==> src/design/trlp_pkg.sv <==
// Shared types and constants for the track range list parser.
// Used by trlp_store, track_range_list_parser, trlp_checker and the testbench; no dependencies.
package trlp_pkg;

    // Command codes carried in the input beat
    localparam logic [1:0] CMD_CLEAR = 2'd0;
    localparam logic [1:0] CMD_CHAR  = 2'd1;
    localparam logic [1:0] CMD_END   = 2'd2;
    localparam logic [1:0] CMD_READ  = 2'd3;

    // Status codes carried in the output beat
    localparam logic [1:0] STAT_OK        = 2'd0;
    localparam logic [1:0] STAT_INVALID   = 2'd1;
    localparam logic [1:0] STAT_NOT_FOUND = 2'd2;
    localparam logic [1:0] STAT_FULL      = 2'd3;

    // Character codes
    localparam logic [7:0] CH_A     = 8'h61;
    localparam logic [7:0] CH_L     = 8'h6C;
    localparam logic [7:0] CH_ZERO  = 8'h30;
    localparam logic [7:0] CH_NINE  = 8'h39;
    localparam logic [7:0] CH_DASH  = 8'h2D;
    localparam logic [7:0] CH_COMMA = 8'h2C;
    localparam logic [7:0] CH_SPACE = 8'h20;
    localparam logic [7:0] CH_TAB   = 8'h09;
    localparam logic [7:0] CH_CR    = 8'h0D;

    // Saturation value of the number accumulator
    localparam logic [8:0] ACC_MAX = 9'd511;

    // Access request from the sequencer to the list and presence memories
    typedef struct packed {
        logic       pm_we;
        logic [7:0] pm_addr;
        logic       pm_wbit;
        logic       list_we;
        logic [7:0] list_waddr;
        logic [7:0] list_wdata;
        logic [7:0] list_raddr;
    } trlp_store_req_t;

endpackage

==> src/design/trlp_store.sv <==
// List memory and presence-map memory of the track range list parser.
// Depends on trlp_pkg for the request struct; both reads are registered.
module trlp_store #(
    parameter int LIST_DEPTH = 255
) (
    input  logic                     aclk,
    input  trlp_pkg::trlp_store_req_t req,
    output logic                     pm_rdata,
    output logic [7:0]               list_rdata
);

    localparam int IDX_W = (LIST_DEPTH > 1) ? $clog2(LIST_DEPTH) : 1;

    logic       pm_mem [0:255];
    logic [7:0] list_mem [0:LIST_DEPTH-1];

    // Presence map: one write and one read port, registered read
    always_ff @(posedge aclk) begin
        if (req.pm_we) begin
            pm_mem[req.pm_addr] <= req.pm_wbit;
        end
        pm_rdata <= pm_mem[req.pm_addr];
    end

    // Track list: write at the fill position, registered read at the beat index
    always_ff @(posedge aclk) begin
        if (req.list_we) begin
            list_mem[req.list_waddr[IDX_W-1:0]] <= req.list_wdata;
        end
        if (req.list_raddr < 8'(LIST_DEPTH)) begin
            list_rdata <= list_mem[req.list_raddr[IDX_W-1:0]];
        end else begin
            list_rdata <= '0;
        end
    end

endmodule

==> src/design/track_range_list_parser.sv <==
// Track range list parser: character decoder and a track stepper that expands ranges
// against the presence map one track at a time. Depends on trlp_pkg and trlp_store.
// A clear sweeps the whole presence map; a list read waits on the registered list read;
// an expansion reads the presence bit of each track and adds the new ones to the list.
// One item at a time; s_tready is low while an item is in work. The result register
// frees the input side. Reset: a pass over all 256 entries clears the presence map, s_tready low.
module track_range_list_parser #(
    parameter int LIST_DEPTH = 255
) (
    input  logic        aclk,
    input  logic        aresetn,
    // configuration: highest existing track number
    input  logic        cfg_we,
    input  logic [7:0]  cfg_wdata,
    // input beat
    input  logic        s_tvalid,
    output logic        s_tready,
    input  logic [23:0] s_tdata,   // [1:0] command, [9:2] char_code, [17:10] read_index
    // result beat
    output logic        m_tvalid,
    input  logic        m_tready,
    output logic [23:0] m_tdata    // [1:0] status, [9:2] track_count, [17:10] entry_track
);

    typedef enum logic [2:0] {
        S_INIT, S_IDLE, S_CLEAR, S_LIST_RD, S_EXP_RD, S_EXP_CHK, S_FOLLOW, S_DONE
    } state_t;

    typedef enum logic [2:0] {
        PH_START, PH_FIRST, PH_IN_START, PH_AFTER_START,
        PH_EXPECT_END, PH_IN_END, PH_DELIM, PH_DONE
    } phase_t;

    // Action taken in S_FOLLOW once a range expansion or an end beat is through
    typedef enum logic [1:0] {
        FL_AFTER_START, FL_DELIM, FL_END
    } follow_t;

    state_t      state_reg, state_next;
    phase_t      phase_reg, phase_next;
    follow_t     follow_reg, follow_next;
    logic [7:0]  top_track_reg, top_track_next;
    logic [7:0]  count_reg, count_next;
    logic [8:0]  acc_reg, acc_next;
    logic [7:0]  rs_reg, rs_next;
    logic [1:0]  err_reg, err_next;
    logic [1:0]  kp_reg, kp_next;
    logic [7:0]  char_reg, char_next;
    logic [7:0]  idx_reg, idx_next;
    logic        is_rd_reg, is_rd_next;
    logic [7:0]  t_reg, t_next;
    logic [7:0]  end_reg, end_next;
    logic        up_reg, up_next;
    logic [7:0]  sweep_reg, sweep_next;
    logic        m_valid_reg, m_valid_next;
    logic [23:0] m_data_reg, m_data_next;

    trlp_pkg::trlp_store_req_t req;
    logic       pm_rdata;
    logic [7:0] list_rdata;

    logic [1:0]  in_cmd;
    logic [7:0]  in_char;
    logic [7:0]  in_idx;
    logic        c_space, c_digit;
    logic [3:0]  c_dval;
    logic [12:0] acc_prod;
    logic [8:0]  acc_sat;
    logic        acc_ok;
    logic [7:0]  entry;
    logic        add_new;

    function automatic logic is_space(input logic [7:0] c);
        return (c == trlp_pkg::CH_SPACE) || (c >= trlp_pkg::CH_TAB && c <= trlp_pkg::CH_CR);
    endfunction

    assign in_cmd  = s_tdata[1:0];
    assign in_char = s_tdata[9:2];
    assign in_idx  = s_tdata[17:10];

    // Character classes and the next accumulator value (x10 plus digit, saturating)
    assign c_space  = is_space(in_char);
    assign c_digit  = (in_char >= trlp_pkg::CH_ZERO) && (in_char <= trlp_pkg::CH_NINE);
    assign c_dval   = 4'(in_char - trlp_pkg::CH_ZERO);
    assign acc_prod = {1'b0, acc_reg, 3'b000} + {3'b000, acc_reg, 1'b0} + {9'd0, c_dval};
    assign acc_sat  = (acc_prod > {4'd0, trlp_pkg::ACC_MAX}) ? trlp_pkg::ACC_MAX
                                                             : acc_prod[8:0];
    assign acc_ok   = (acc_reg != 9'd0) && (acc_reg <= {1'b0, top_track_reg});

    assign entry    = (is_rd_reg && (idx_reg < count_reg)) ? list_rdata : 8'd0;
    assign add_new  = (t_reg != 8'd0) && !pm_rdata;

    assign s_tready = (state_reg == S_IDLE);
    assign m_tvalid = m_valid_reg;
    assign m_tdata  = m_data_reg;

    trlp_store #(
        .LIST_DEPTH(LIST_DEPTH)
    ) u_store (
        .aclk      (aclk),
        .req       (req),
        .pm_rdata  (pm_rdata),
        .list_rdata(list_rdata)
    );

    // Sequencer: decode beats, step the range expansion, load the result register
    always_comb begin
        state_next     = state_reg;
        phase_next     = phase_reg;
        follow_next    = follow_reg;
        top_track_next = cfg_we ? cfg_wdata : top_track_reg;
        count_next     = count_reg;
        acc_next       = acc_reg;
        rs_next        = rs_reg;
        err_next       = err_reg;
        kp_next        = kp_reg;
        char_next      = char_reg;
        idx_next       = idx_reg;
        is_rd_next     = is_rd_reg;
        t_next         = t_reg;
        end_next       = end_reg;
        up_next        = up_reg;
        sweep_next     = sweep_reg;
        m_data_next    = m_data_reg;
        m_valid_next   = m_valid_reg && !m_tready;

        req            = '0;
        req.pm_addr    = t_reg;
        req.list_waddr = count_reg;
        req.list_wdata = t_reg;
        req.list_raddr = idx_reg;

        case (state_reg)
            S_INIT, S_CLEAR: begin
                // Sweep the presence map to zero
                req.pm_we   = 1'b1;
                req.pm_addr = sweep_reg;
                sweep_next  = sweep_reg + 8'd1;
                if (sweep_reg == 8'hFF) begin
                    state_next = (state_reg == S_INIT) ? S_IDLE : S_DONE;
                end
            end
            S_IDLE: begin
                if (s_tvalid) begin
                    char_next  = in_char;
                    idx_next   = in_idx;
                    is_rd_next = (in_cmd == trlp_pkg::CMD_READ);
                    state_next = S_DONE;
                    case (in_cmd)
                        trlp_pkg::CMD_CLEAR: begin
                            count_next = 8'd0;
                            phase_next = PH_START;
                            acc_next   = 9'd0;
                            rs_next    = 8'd0;
                            err_next   = trlp_pkg::STAT_OK;
                            kp_next    = 2'd0;
                            sweep_next = 8'd0;
                            state_next = S_CLEAR;
                        end
                        trlp_pkg::CMD_CHAR: begin
                            if (err_reg == trlp_pkg::STAT_OK) begin
                                case (phase_reg)
                                    PH_START, PH_FIRST, PH_EXPECT_END: begin
                                        if (phase_reg == PH_START && kp_reg != 2'd0) begin
                                            // Inside or after the keyword
                                            if (kp_reg == 2'd3) begin
                                                if (!c_space) begin
                                                    err_next = trlp_pkg::STAT_INVALID;
                                                end
                                            end else if (in_char == trlp_pkg::CH_L) begin
                                                kp_next = kp_reg + 2'd1;
                                            end else begin
                                                err_next = trlp_pkg::STAT_INVALID;
                                            end
                                        end else if (phase_reg == PH_START
                                                     && in_char == trlp_pkg::CH_A) begin
                                            kp_next = 2'd1;
                                        end else if (c_digit) begin
                                            // Open a number
                                            acc_next   = 9'(c_dval);
                                            phase_next = (phase_reg == PH_EXPECT_END)
                                                         ? PH_IN_END : PH_IN_START;
                                        end else if (!c_space) begin
                                            err_next = trlp_pkg::STAT_INVALID;
                                        end
                                    end
                                    PH_IN_START: begin
                                        if (c_digit) begin
                                            acc_next = acc_sat;
                                        end else if (!acc_ok) begin
                                            err_next = trlp_pkg::STAT_NOT_FOUND;
                                        end else begin
                                            rs_next    = acc_reg[7:0];
                                            phase_next = PH_AFTER_START;
                                            if (in_char == trlp_pkg::CH_DASH) begin
                                                phase_next = PH_EXPECT_END;
                                            end else if (!c_space) begin
                                                t_next      = acc_reg[7:0];
                                                end_next    = acc_reg[7:0];
                                                up_next     = 1'b0;
                                                follow_next = FL_AFTER_START;
                                                state_next  = S_EXP_RD;
                                            end
                                        end
                                    end
                                    PH_AFTER_START: begin
                                        if (in_char == trlp_pkg::CH_DASH) begin
                                            phase_next = PH_EXPECT_END;
                                        end else if (!c_space) begin
                                            t_next      = rs_reg;
                                            end_next    = rs_reg;
                                            up_next     = 1'b0;
                                            follow_next = FL_AFTER_START;
                                            state_next  = S_EXP_RD;
                                        end
                                    end
                                    PH_IN_END: begin
                                        if (c_digit) begin
                                            acc_next = acc_sat;
                                        end else if (!acc_ok) begin
                                            err_next = trlp_pkg::STAT_NOT_FOUND;
                                        end else begin
                                            t_next      = rs_reg;
                                            end_next    = acc_reg[7:0];
                                            up_next     = ({1'b0, rs_reg} < acc_reg);
                                            follow_next = FL_DELIM;
                                            state_next  = S_EXP_RD;
                                        end
                                    end
                                    PH_DELIM: begin
                                        if (in_char == trlp_pkg::CH_COMMA) begin
                                            phase_next = PH_FIRST;
                                        end else if (!c_space) begin
                                            err_next = trlp_pkg::STAT_INVALID;
                                        end
                                    end
                                    default: begin
                                    end
                                endcase
                            end
                        end
                        trlp_pkg::CMD_END: begin
                            if (err_reg == trlp_pkg::STAT_OK && phase_reg != PH_DONE) begin
                                follow_next = FL_END;
                                state_next  = S_FOLLOW;
                                case (phase_reg)
                                    PH_START: begin
                                        if (kp_reg == 2'd3) begin
                                            if (top_track_reg != 8'd0) begin
                                                t_next     = 8'd1;
                                                end_next   = top_track_reg;
                                                up_next    = (top_track_reg > 8'd1);
                                                state_next = S_EXP_RD;
                                            end
                                        end else if (kp_reg != 2'd0) begin
                                            err_next = trlp_pkg::STAT_INVALID;
                                        end
                                    end
                                    PH_IN_START: begin
                                        if (!acc_ok) begin
                                            err_next = trlp_pkg::STAT_NOT_FOUND;
                                        end else begin
                                            t_next     = acc_reg[7:0];
                                            end_next   = acc_reg[7:0];
                                            up_next    = 1'b0;
                                            state_next = S_EXP_RD;
                                        end
                                    end
                                    PH_AFTER_START: begin
                                        t_next     = rs_reg;
                                        end_next   = rs_reg;
                                        up_next    = 1'b0;
                                        state_next = S_EXP_RD;
                                    end
                                    PH_EXPECT_END: begin
                                        err_next = trlp_pkg::STAT_INVALID;
                                    end
                                    PH_IN_END: begin
                                        if (!acc_ok) begin
                                            err_next = trlp_pkg::STAT_NOT_FOUND;
                                        end else begin
                                            t_next     = rs_reg;
                                            end_next   = acc_reg[7:0];
                                            up_next    = ({1'b0, rs_reg} < acc_reg);
                                            state_next = S_EXP_RD;
                                        end
                                    end
                                    default: begin
                                    end
                                endcase
                            end
                        end
                        default: begin
                            // List read: memory address is the latched index
                            state_next = S_LIST_RD;
                        end
                    endcase
                end
            end
            S_LIST_RD: begin
                state_next = S_DONE;
            end
            S_EXP_RD: begin
                // Presence bit of the current track is read at this edge
                state_next = S_EXP_CHK;
            end
            S_EXP_CHK: begin
                if (add_new && count_reg >= 8'(LIST_DEPTH)) begin
                    err_next   = trlp_pkg::STAT_FULL;
                    state_next = S_FOLLOW;
                end else begin
                    if (add_new) begin
                        req.pm_we   = 1'b1;
                        req.pm_wbit = 1'b1;
                        req.list_we = 1'b1;
                        count_next  = count_reg + 8'd1;
                    end
                    if (t_reg == end_reg) begin
                        state_next = S_FOLLOW;
                    end else begin
                        t_next     = up_reg ? t_reg + 8'd1 : t_reg - 8'd1;
                        state_next = S_EXP_RD;
                    end
                end
            end
            S_FOLLOW: begin
                state_next = S_DONE;
                if (follow_reg == FL_END) begin
                    phase_next = PH_DONE;
                end
                if (err_reg == trlp_pkg::STAT_OK) begin
                    case (follow_reg)
                        FL_AFTER_START: begin
                            if (char_reg == trlp_pkg::CH_COMMA) begin
                                phase_next = PH_FIRST;
                            end else begin
                                err_next = trlp_pkg::STAT_INVALID;
                            end
                        end
                        FL_DELIM: begin
                            phase_next = PH_DELIM;
                            if (char_reg == trlp_pkg::CH_COMMA) begin
                                phase_next = PH_FIRST;
                            end else if (!is_space(char_reg)) begin
                                err_next = trlp_pkg::STAT_INVALID;
                            end
                        end
                        default: begin
                            if (count_reg == 8'd0) begin
                                err_next = trlp_pkg::STAT_INVALID;
                            end
                        end
                    endcase
                end
            end
            S_DONE: begin
                // Hold until the result register is free
                if (!m_valid_reg || m_tready) begin
                    m_valid_next = 1'b1;
                    m_data_next  = {6'd0, entry, count_reg, err_reg};
                    state_next   = S_IDLE;
                end
            end
            default: begin
                state_next = S_IDLE;
            end
        endcase
    end

    // State, parser registers and result register
    always_ff @(posedge aclk) begin
        if (!aresetn) begin
            state_reg     <= S_INIT;
            phase_reg     <= PH_START;
            top_track_reg <= 8'd255;
            count_reg     <= 8'd0;
            acc_reg       <= 9'd0;
            rs_reg        <= 8'd0;
            err_reg       <= trlp_pkg::STAT_OK;
            kp_reg        <= 2'd0;
            sweep_reg     <= 8'd0;
            m_valid_reg   <= 1'b0;
        end else begin
            state_reg     <= state_next;
            phase_reg     <= phase_next;
            top_track_reg <= top_track_next;
            count_reg     <= count_next;
            acc_reg       <= acc_next;
            rs_reg        <= rs_next;
            err_reg       <= err_next;
            kp_reg        <= kp_next;
            sweep_reg     <= sweep_next;
            m_valid_reg   <= m_valid_next;
        end
        follow_reg <= follow_next;
        char_reg   <= char_next;
        idx_reg    <= idx_next;
        is_rd_reg  <= is_rd_next;
        t_reg      <= t_next;
        end_reg    <= end_next;
        up_reg     <= up_next;
        m_data_reg <= m_data_next;
    end

endmodule

==> config.mk <==
export PLATFORM = sky130hd
export DESIGN_NAME = track_range_list_parser
export DESIGN_NICKNAME = d
export VERILOG_FILES = /design/src/design/trlp_pkg.sv /design/src/design/trlp_store.sv /design/src/design/track_range_list_parser.sv
export SDC_FILE = /design/constraint.sdc
export NUM_CORES = 2
export LEC_CHECK = 0
export ABC_AREA = 1
export BUFFER_PORTS_ARGS = -buffer_cell sky130_fd_sc_hd__buf_2
export CAP_MARGIN = 0
export CORE_UTILIZATION = 60
export CTS_BUF_LIST = sky130_fd_sc_hd__clkbuf_16
export DETAILED_ROUTE_END_ITERATION = 7
export GPL_TIMING_DRIVEN = 0
export PLACE_DENSITY = 0.76
export REMOVE_ABC_BUFFERS = 1
export SKIP_LAST_GASP = 1
export SLEW_MARGIN = 10
export SYNTH_ARGS = -nofsm -noshare
export SYNTH_HDL_FRONTEND = slang
export SYNTH_SLANG_ARGS = --single-unit
==> constraint.sdc <==
create_clock -name aclk -period 18.25 [get_ports aclk]
set_input_delay 1.825 -clock aclk [delete_from_list [all_inputs] [get_ports aclk]]
set_output_delay 1.825 -clock aclk [all_outputs]
set_load 0.02 [all_outputs]
After elaboration in Yosys (flattened, before gate mapping)
Memory sizes are Yosys's and may differ from the RTL's. A register that Yosys moved wholly into a read port is not among the register bits.
Cells that the tools add are included.
{ "classes": {"addsub": 8, "multipliers": 0, "n_div": 0, "order_cmp": 13, "n_eq_ne": 102, "shift": 0, "mux": 157, "n_bitwise": 0, "reduce_logical": 52} }
{ "op_table": {"columns": ["op", "n"], "rows": [
  ["$mux W8", 31],
  ["$pmux W8 S2", 6],
  ["$mux W2", 45],
  ["$ne A4 B4 Y1 const B", 21],
  ["$mux W3", 24],
  ["$ne A3 B3 Y1 const B", 24],
  ["$pmux W8 S3", 3],
  ["$mux W9", 6],
  ["$eq A8 B6 Y1 const B", 5],
  ["$pmux W2 S3", 6],
  ["$pmux W9 S2", 2],
  ["$pmux W8 S4", 1],
  ["$ne A2 B2 Y1 const B", 13],
  ["$add A8 B1 Y8 const B", 3],
  ["$eq A3 B3 Y1 const B", 7],
  ["$ne A5 B5 Y1 const B", 4],
  ["$reduce_and A20 Y1", 1],
  ["$mux W1", 19],
  ["$reduce_and A19 Y1", 1],
  ["$pmux W3 S2", 3],
  ["$pmux W3 S3", 2],
  ["$pmux W3 S6", 1],
  ["$eq A8 B7 Y1 const B", 2],
  ["$ge A8 B4 Y1 const B", 2],
  ["other kinds (58)", 100]
]} }
{ "word_totals": {"register_bits": 106, "latchBits": 0, "ram_bits": 2296, "romBits": 0, "input_bits": 37, "out_inout_bits": 26, "word_cells": 353, "mem_count": 2} }
{ "mem_list": {"columns": ["name", "words", "word_bits", "rd", "rd_ports_with_merged_regs", "wr", "line", "text"], "rows": [
  ["u_store.list_mem", 255, 8, 1, 1, 1, "trlp_store.sv:15", "logic [7:0] list_mem [0:LIST_DEPTH-1];"],
  ["u_store.pm_mem", 256, 1, 1, 1, 1, "trlp_store.sv:14", "logic pm_mem [0:255];"]
]} }

Depth between registers and ports, before layout
{ "depth": {"ltp_word": 12, "ltp_mapped": 18, "ltp_nobuf": 16} }

By module
Synthesis repeated with hierarchy kept, for this count alone.
{ "hier_totals": {"hier_cells": 10227, "area_unflattened_um2": 105278.5} }
{ "by_module_without_submodules": {"columns": ["mod", "instances", "cells_per_inst", "area_each_um2", "seq_area_each_um2"], "rows": [
  ["trlp_store", 1, 9154, 97619.9, 69126.3],
  ["track_range_list_parser", 1, 1073, 7658.6, 2662.6]
]} }

Worst setup path after synthesis
No wires, ideal clock.
{ "synth_timing": {"kind": "flip-flop to flip-flop", "start": "register t_reg[7]", "end": "memory u_store.pm_mem[0] (data pin)", "setup_time_ns": 0.775, "arrival_time_ns": 7.168, "required_ns": 17.475, "path_slack_ns": 10.307, "stages_incl_launch_ff": 8, "path_buffers": 1, "period_less_slack_ns": 7.943, "cell_sequence": "edfxtp_1 inv_1 nand4_1 nor2_1 nor2_1 nand3_1 buf_4 inv_1"} }
{ "synth_between": {"elab_chain_cells": 5} }
{ "synth_rtl": {"columns": ["element", "line", "text"], "rows": [
  ["start: declaration", "track_range_list_parser.sv:51", "logic [7:0] t_reg, t_next;"],
  ["start signal: assignment", "track_range_list_parser.sv:399", "t_reg <= t_next;"],
  ["$reduce_bool A8 Y1 (*)", "track_range_list_parser.sv:91", "assign add_new = (t_reg != 8'd0) && !pm_rdata;"],
  ["$logic_and A1 B1 Y1 (*)", "track_range_list_parser.sv:91", null],
  ["$mux W2 or $logic_and A1 B1 Y1 (tied branches)", "track_range_list_parser.sv:312, track_range_list_parser.sv:308", null],
  ["$mux W2 (*)", "track_range_list_parser.sv:308", "if (add_new && count_reg >= 8'(LIST_DEPTH)) begin"],
  ["$mux W2 (*)", "track_range_list_parser.sv:133", "case (state_reg)"],
  ["end: declaration", "trlp_store.sv:14", null]
]} }
Every way passes the cells marked *; elsewhere a longest branch is shown, timed or not.

Worst setup path in the final report
{ "layout_timing": {"start": "register idx_reg[0]", "end": "register u_store.list_rdata[1] (read register of u_store.list_mem)"} }
{ "layout_between": {"elab_chain_cells": 2} }
{ "layout_rtl": {"columns": ["element", "line", "text"], "rows": [
  ["start: declaration", "track_range_list_parser.sv:49", "logic [7:0] idx_reg, idx_next;"],
  ["start signal: assignment", "track_range_list_parser.sv:397", "idx_reg <= idx_next;"],
  ["$lt A8 B8 Y1", "trlp_store.sv:30", "if (req.list_raddr < 8'(LIST_DEPTH)) begin"],
  ["$logic_not A1 Y1 (no source line)", null, null],
  ["end: declaration", "trlp_store.sv:9", "output logic [7:0] list_rdata"]
]} }
Several ways; a longest one is shown, not always the timed one.
A chain may end at the register's enable or synchronous reset.

==> results.md <==
- Outcome: finished, violations left
- Violated checks: max-capacitance violations, max-slew violations
- Final wirelength: 271000 µm
- Total Neg Setup Slack: 0 ns
- Area share of the largest cell type after synthesis: 69.4%
- Crit path launch type: flip-flop
- Hold crit path type: flip-flop to flip-flop
- Pwr per Cell Area: 93.6 mW/mm²
- Most frequent cell after synthesis: edfxtp_1
- Clock Tree Buf Depth: 3
- Clock latency at the later pin of the worst-skew pair: 0.88 ns
- Min-delay src: rs_reg[0]$_SDFFE_PN0P_
- Sink of the worst hold path: rs_reg[0]$_SDFFE_PN0P_
- Final setup violating endpoints: 0
- Maxcap violations: 1
- Depth of the worst hold-timing path: 2
- Vias in the first global route: 68302
- Cell Area, Placed: 0.107 mm²
- Psw: 0.00214 W
- Post-synthesis cell area: 0.102 mm²
- Cells after Synth: 8952
- Layout Utilization: 68.0%
- Share of layout cells above drive strength 1: 7.47%
- R2R Path End: u_store.list_rdata[1]$_SDFF_PP0_
- GR Util met3: 5.94%
- Yosys reg bits: 2411
- Residual DRC: 0
- Die Ht: 414 µm
- GRT met2 Usage: 49.8%
- Worst reg2reg path depth: 18
- Final HPWL DP: 165000 µm
- Ys flop type: edfxtp_1
- Worst EP arrival: 6.51 ns
- Gr busiest metal: met2
- Gr ovfl total: 0
- Post-CTS Setup Repair Bufs: 0
- Final ANT Viol Nets: 0
- Post-Syn Area per Cell: 11.4 µm²
- Number of synthesized flops with an enable pin: 2350
- Max rail drop VDD: 0.103 mV
- Via density: 6.31
- Row cnt: 150
- I/O Buffers: 50
- Worst-margin pin slew: 1.51 ns
- Initial Util: 60.6%
- Initial DRC count: 10733
- CTS tree: yes
- Flop pwr share: 56.0%
- Netlist cell types: 58
- CTS Buf Count: 228
- Final Wtd Congestion: 0.892
- CTS sink cnt: 2411
- Pre-Repair DR Iteration Count: 7
- Post-synth top area cell: edfxtp_1
- Critical path class: flip-flop to flip-flop
- LEAKAGE: 38.6 nW
- Share of power burned in combinational logic: 1.3%
- CP required: 19.05 ns
- Fin. Hold Viols: 0
- Max-slew headroom: -0.745%
- H-tree levels: 4
- First-pass GRT wire length: 406000 µm
- CTS Root Buffer Type: clkbuf_16
- Hold_buf cts: 0
- Post-layout min period: 5.71 ns
- Fill cells: 11333
- Num ports: 63
- Clock skew: 0.0618 ns
- DIE AREA: 0.171 mm²
- CP max FO: 157
- Clock Power Share: 42.7%
- Synth cell count leaders: 2350 x edfxtp_1, 1999 x nor2_1, 1358 x nand2_1
- Nets: 8989
- Worst R2R Setup Slack: 12.54 ns
- Syn-to-layout area delta: 12.2%
- Global-route usage over all layers: 31.6%
- Final Slew Violations: 5
- Async SR Flop Fraction: 0%
- Core ar.: 0.168 mm²
- R2r startpoint: idx_reg[0]$_DFFE_PP_
- Initial antenna violation count: 6
- Largest net degree at the start of global routing: 158
- Number of flip-flops in the largest register: 2040
- DR WL/cell: 24.0 µm
- RSZ-0062 raised after global routing: false
- Worst setup EP type: flip-flop
- Post-CTS sizing: 0
- Tcrit/Tclk final: 31.3%
- Non-Filler Cell Area, Final: 0.114 mm²
- Top cells by area, synth: edfxtp_1 69%, nor2_1 7.4%, o21ai_0 5.4%
- Reg clk slew, reported paths: 0.07 ns
- Tightest hold margin: 0.491 ns
- Internal: 0.00854 W
- Seq/Total Area, Yosys: 70.6%
- Grt met1 use: 42.2%
- Multi-input logic area: 0.0266 mm²
- Vias: 71338
- Switch share: 20.0%
- Die W: 414 µm
- Fmax: 175 MHz
- Yosys warning count: 0
- Reg area: 0.0718 mm²
## logic make-up (layout without fill, tap and decap cells)
group | Yosys count | count (layout) | synth area share, %
multiplexers | 1 | 1 | 0.00984
XOR/XNOR | 14 | 14 | 0.121
buffers and inverters | 792 | 921 | 3.41
other | 1 | 14 | 0.00369
AND/OR/NAND/NOR | 3912 | 3912 | 15.5
AO/OA/AOI/OAI | 1761 | 1761 | 9.66
flip-flops | 2411 | 2411 | 70.6
adder cells (fa/ha/maj) | 60 | 60 | 0.760
## cells in the final DEF (no fill, tap or decap), drive strengths merged, types with 8 or more instances in the layout
cell type,count
or2,22
nand4,36
nor2,2010
a211oi,9
nand2,1366
dfxtp,61
o2111ai,16
o22ai,134
a21oi,197
clkbuf,229
nor3,28
o211ai,263
nor4,8
inv,274
ha,57
clkinv,117
bufinv,18
o21ai,1113
buf,279
edfxtp,2350
nand3,432
diode,8
## worst max-delay path by stage
| stage | startpoint | to | slack, ns | depth (start not counted) |
|---|---|---|---|---|
| 6_report | idx_reg[0]$_DFFE_PP_ | u_store.list_rdata[1]$_SDFF_PP0_ | 12.54 | 18 |
| 5_1_grt | idx_reg[0]$_DFFE_PP_ | u_store.list_rdata[6]$_SDFF_PP0_ | 12.26 | 20 |
| 4_1_cts | idx_reg[0]$_DFFE_PP_ | u_store.list_rdata[5]$_SDFF_PP0_ | 12.65 | 18 |
| 3_5_place_dp | idx_reg[0]$_DFFE_PP_ | u_store.list_rdata[7]$_SDFF_PP0_ | 12.69 | 18 |
| 3_3_place_gp | idx_reg[0]$_DFFE_PP_ | u_store.list_rdata[1]$_SDFF_PP0_ | -99.84 | 11 |
| 2_1_floorplan | idx_reg[0]$_DFFE_PP_ | u_store.list_rdata[1]$_SDFF_PP0_ | -29.96 | 11 |
## metal layers
metal  up-vias  share of wire (%)
met2      4662                 47
met4         2                5.2
met1     34293                 37
met3       815                 11
met5         -             0.0048
li1      31566                  -
## per-stage QoR
stage,setup WS [ns],instances,total power [W]
final,12.54,11298,0.0107
after floorplan,-29.96,8383,0.00619
after detailed placement,12.69,10866,0.00624
after global placement,-99.84,10637,0.00623
after global routing,12.26,11290,0.0109
after CTS,12.65,11290,0.0107
## power groups by stage
stage	Sequential [W]	Combinational, W	Clock [W]
6_report	0.00598	0.000138	0.00456
5_1_grt	0.00598	0.000153	0.00477
4_1_cts	0.00598	0.000136	0.00457
3_5_place_dp	0.00610	0.000135	0
3_3_place_gp	0.00610	0.000133	0
2_1_floorplan	0.00610	0.0000884	0
## final cells by class
cell class / count / share of cell area [%]
Sequential cell: 2411 / 62.9
Multi-Input combinational cell: 5754 / 23.3
Clock buffer: 229 / 5.02
Timing Repair Buffer: 279 / 4.31
Tap cell: 2204 / 2.42
Clock inverter: 195 / 1.25
Inverter: 218 / 0.757
Antenna cell: 8 / 0.0175
## critical path, stage by stage, from the launching register on
cell and delay [ns]:
edfxtp_1 0.65, buf_8 0.28, buf_8 0.18, buf_16 0.17, buf_16 0.16, buf_16 0.17
buf_8 0.18, inv_8 0.35, buf_16 0.46, buf_16 0.53, buf_16 0.39, o21ai_0 0.24
o211ai_1 0.15, nand3_1 0.18, nand3_1 0.18, nand3_1 0.29, nand2_1 0.41, nand3_1 0.12
a21oi_1 0.18
No activity file was read; power rests on OpenSTA's default activity.
